### config.mk
export PLATFORM = sky130hd
export DESIGN_NAME = sgm_cell
export DESIGN_NICKNAME = d
export VERILOG_FILES = /design/src/hw/rtl/sgm_pkg.sv /design/src/hw/rtl/sgm_cell.sv
export SDC_FILE = /design/constraint.sdc
export NUM_CORES = 1
export LEC_CHECK = 0
export BUFFER_PORTS_ARGS = -buffer_cell sky130_fd_sc_hd__buf_2
export CORE_MARGIN = 2
export CORE_UTILIZATION = 47
export DETAILED_ROUTE_END_ITERATION = 10
export PLACE_DENSITY = 0.83
export SLEW_MARGIN = 20
export SYNTH_ARGS = -nofsm -noshare
export SYNTH_HDL_FRONTEND = slang
export SYNTH_SLANG_ARGS = --single-unit
### constraint.sdc
create_clock -name clk_i -period 4.3 [get_ports clk_i]
set_clock_uncertainty 0.05 [all_clocks]
set_input_delay 0.86 -clock clk_i [delete_from_list [all_inputs] [get_ports clk_i]]
set_output_delay 0.86 -clock clk_i [all_outputs]
set_load 0.02 [all_outputs]
### src/hw/rtl/sgm_pkg.sv
`timescale 1ns / 1ps
// Shared types and constants for the sorted group max-by-key block.
// No dependencies; used by sgm_cell and sorted_group_max_by_key_top.

package sgm_pkg;

  localparam int KEY_W            = 31;
  localparam int GRADE_W          = 16;
  localparam int COUNT_W          = 7;
  localparam int MAX_KEYS_DEFAULT = 64;

  typedef enum logic [1:0] {
    CELL_HOLD,
    CELL_INSERT,
    CELL_UPDATE,
    CELL_SHIFT
  } cell_op_e;

  typedef enum logic {
    ST_LOAD,
    ST_DRAIN
  } sgm_state_e;

  typedef struct packed {
    logic               valid;
    logic [KEY_W-1:0]   key;
    logic [GRADE_W-1:0] best;
  } cell_link_t;

  typedef struct packed {
    cell_op_e           op;
    logic [KEY_W-1:0]   key;
    logic [GRADE_W-1:0] grade;
  } cell_cmd_t;

endpackage

### src/hw/rtl/sgm_cell.sv
`timescale 1ns / 1ps
// One entry of the sorted insertion chain: a key, its best grade and a valid bit.
// Depends on sgm_pkg for the command and neighbor link types.

module sgm_cell (
  input  logic                  clk_i,
  input  logic                  rst_ni,
  input  sgm_pkg::cell_cmd_t    cmd_i,
  input  sgm_pkg::cell_link_t   left_i,
  input  logic                  left_gt_i,
  input  sgm_pkg::cell_link_t   right_i,
  output sgm_pkg::cell_link_t   link_o,
  output logic                  gt_o,
  output logic                  eq_o
);

  logic                          valid_q, valid_d;
  logic [sgm_pkg::KEY_W-1:0]     key_q, key_d;
  logic [sgm_pkg::GRADE_W-1:0]   best_q, best_d;

  assign gt_o = valid_q && (key_q > cmd_i.key);
  assign eq_o = valid_q && (key_q == cmd_i.key);

  assign link_o.valid = valid_q;
  assign link_o.key   = key_q;
  assign link_o.best  = best_q;

  always_comb begin
    valid_d = valid_q;
    key_d   = key_q;
    best_d  = best_q;
    case (cmd_i.op)
      sgm_pkg::CELL_INSERT: begin
        if (gt_o || (!valid_q && left_i.valid)) begin
          valid_d = 1'b1;
          if (left_gt_i) begin
            key_d  = left_i.key;
            best_d = left_i.best;
          end else begin
            key_d  = cmd_i.key;
            best_d = cmd_i.grade;
          end
        end
      end
      sgm_pkg::CELL_UPDATE: begin
        if (eq_o && (cmd_i.grade > best_q)) begin
          best_d = cmd_i.grade;
        end
      end
      sgm_pkg::CELL_SHIFT: begin
        valid_d = right_i.valid;
        key_d   = right_i.key;
        best_d  = right_i.best;
      end
      default: begin
      end
    endcase
  end

  always_ff @(posedge clk_i or negedge rst_ni) begin
    if (!rst_ni) begin
      valid_q <= 1'b0;
    end else begin
      valid_q <= valid_d;
    end
  end

  always_ff @(posedge clk_i) begin
    key_q  <= key_d;
    best_q <= best_d;
  end

endmodule

==> qor.csv <==
metric;value;unit
final hold vios;0;
nets;785;
Top-Level Pins;198;
pwr dens;266;mW/mm^2
PnR worst setup slack;0.712;ns
CTS buffer count;5;
Fill cells;670;
vias in the first global route;3776;
Setup Viol. Count Final;0;
Clock Path Buffers;2;
placer congestion estimate;0.886;
Worst Setup End Kind;output pin;
max-cap violations;0;
CTS clk-pin slew, worst paths;0.09;ns
number of antenna violations at the first check in global routing;0;
Post-DP HPWL;8690;um
die width;94.4;um
DR vias;3730;
commonest non-fill, non-tap cell in the layout;buf_2;
core area;0.00781;mm^2
number of DRC markers in iteration 0;158;
Hold WC Path Type;primary input to async pin;
vias per cell;5.38;
Initial Util;49.2;%
fraction of layout cells with a size suffix above 1;36.0;%
Final ANT Viol Nets;0;
dominant synthesized flop cell;edfxtp_1;
post-synthesis cell type count;42;
PortBufs;197;
Yosys warning count;0;
CTS tree;done;
unrepaired setup endpoints after global routing;false;
CTS H-Tree Depth;2;
post-route insts no fill;693;
Slew headroom;33.8;%
Mapped Cells;403;
CTS root buf;clkbuf_8;
max-slew violation count;0;
Crit Path Class;primary input to output pin;
Post-Syn Nets;598;
post-DR wirelength/cell;15.5;um
postcts setup bufs;0;
total chip power;1.33;mW
EDFF count, synth;47;
later-pin clock latency in the skew report;0.30;ns
# hold bufs at CTS;0;
leakage power;2.57;nW
syn avg cell area;9.54;um^2
Startpoint Class;primary input;
ANT cells;0;
first-pass GRT wire length;16900;um
Post-Place Setup Slack;0.776;ns
sequential share of the synthesized area;37.4;%
Final Routed Wirelength;10700;um
synthesized area;0.00384;mm^2
arrival time of the worst setup path;2.68;ns
floorplan row count;32;
DR DRC count;0;
largest net degree at the start of global routing;65;
gr ovfl total;0;
final worst path period need;3.59;ns
die area;0.00892;mm^2
Max Freq;279;MHz
Die H;94.4;um
first drt pass iteration count;4;
ys async rst share;2.08;%
Finished Core Util;63.9;%
setup TNS;0;ns
Seq. cell area;0.00144;mm^2
multi-input combinational cell area;0.00212;mm^2
Max VDD drop;0.136;mV
Crit path required time;3.39;ns
status;finished clean;
synthesized flop and latch total;48;
Worst Path Max Fanout;4;
fin crit share;83.4;%
commonest cells after routing, fill and taps aside;197 x buf_2, 49 x inv_1, 47 x ha_1, 47 x edfxtp_1, 46 x mux2i_1;
CTS resizes;0;
Inst Count DP;685;
gr usage total;24.2;%
clock tree sinks;48;
Tightest Pin Transition;0.992;ns
Area growth syn-to-layout;29.7;%
## Yosys cell counts, types with 2 or more instances
master	n	area, um^2
inv_1	49	184
edfxtp_1	47	1410
ha_1	47	588
mux2i_1	46	460
o21ai_0	38	190
nand2_1	37	139
a21oi_1	28	140
a211oi_1	16	120
nor2b_1	15	93.8
clkbuf_1	13	48.8
nor2_1	9	33.8
a21o_1	7	52.6
nand4_1	7	43.8
buf_2	5	25.0
nand3_1	5	25.0
o21a_1	4	30.0
a21oi_2	2	17.5
and3_1	2	12.5
buf_6	2	22.5
nor3_1	2	10.0
## critical path, stage by stage
cell and delay [ns]:
buf_2 0.09, inv_1 0.04, ha_1 0.33, nand4_2 0.15, nor4_1 0.53, a21boi_0 0.34, o21a_1 0.16, buf_2 0.17
## logic make-up (layout without fill, tap and decap cells)
family | Yosys count | count (layout) | synth area share, %
compound gates | 108 | 108 | 17.1
simple gates | 84 | 84 | 10.8
buf+inv | 70 | 258 | 7.48
flops | 48 | 48 | 37.4
fa+ha+maj | 47 | 47 | 15.3
mux | 46 | 46 | 12.0
## cell type report
| type | instances | share of cell area, % |
|---|---|---|
| inverters | 49 | 3.69 |
| multi-input cells | 285 | 42.6 |
| flip-flops and latches | 48 | 28.8 |
| repair buffers | 201 | 20.4 |
| well taps | 102 | 2.56 |
| clock buffers | 8 | 2.01 |
## per-stage QoR
step	cell area, um^2	hold slack (ns)
floorplan	3840	0.511
global placement	4890	0.541
detailed placement	4890	0.575
CTS	4990	0.262
global route	4990	0.254
finish	4990	0.267
## state kept, by name (all words and copies together), names as in the netlist
register	flops
key_q	31
best_q	16
valid_q	1
## path summary, 6_finish.rpt
| kind | slack, ns | from | endpoint | cells after the start |
|---|---|---|---|---|
| max | 0.71 | cmd_i[45] | gt_o | 8 |
| min | 0.27 | rst_ni | valid_q$_DFFE_PN0P_ | 1 |
| max reg2reg | 1.46 | key_q[26]$_DFFE_PP_ | key_q[27]$_DFFE_PP_ | 6 |
| min reg2reg | 0.58 | valid_q$_DFFE_PN0P_ | valid_q$_DFFE_PN0P_ | 2 |
| max in group asynchronous | 3.85 | rst_ni | valid_q$_DFFE_PN0P_ | 1 |
| min in group clk_i | 0.58 | valid_q$_DFFE_PN0P_ | valid_q$_DFFE_PN0P_ | 2 |
## routing by layer
| layer | track usage [%] | share of wire [%] |
|---|---|---|
| met1 | 27.6 | 40 |
| met2 | 44.5 | 51 |
| met3 | 4.71 | 6.3 |
| met4 | 8.94 | 3.0 |
| met5 | 0 | 0 |
## power breakdown
part           internal, mW  switching [mW]  leakage, nW
registers             0.573          0.0227        0.459
logic                 0.184           0.251         2.06
clock network         0.147           0.151       0.0515
(Power assumes the default switching activity.)
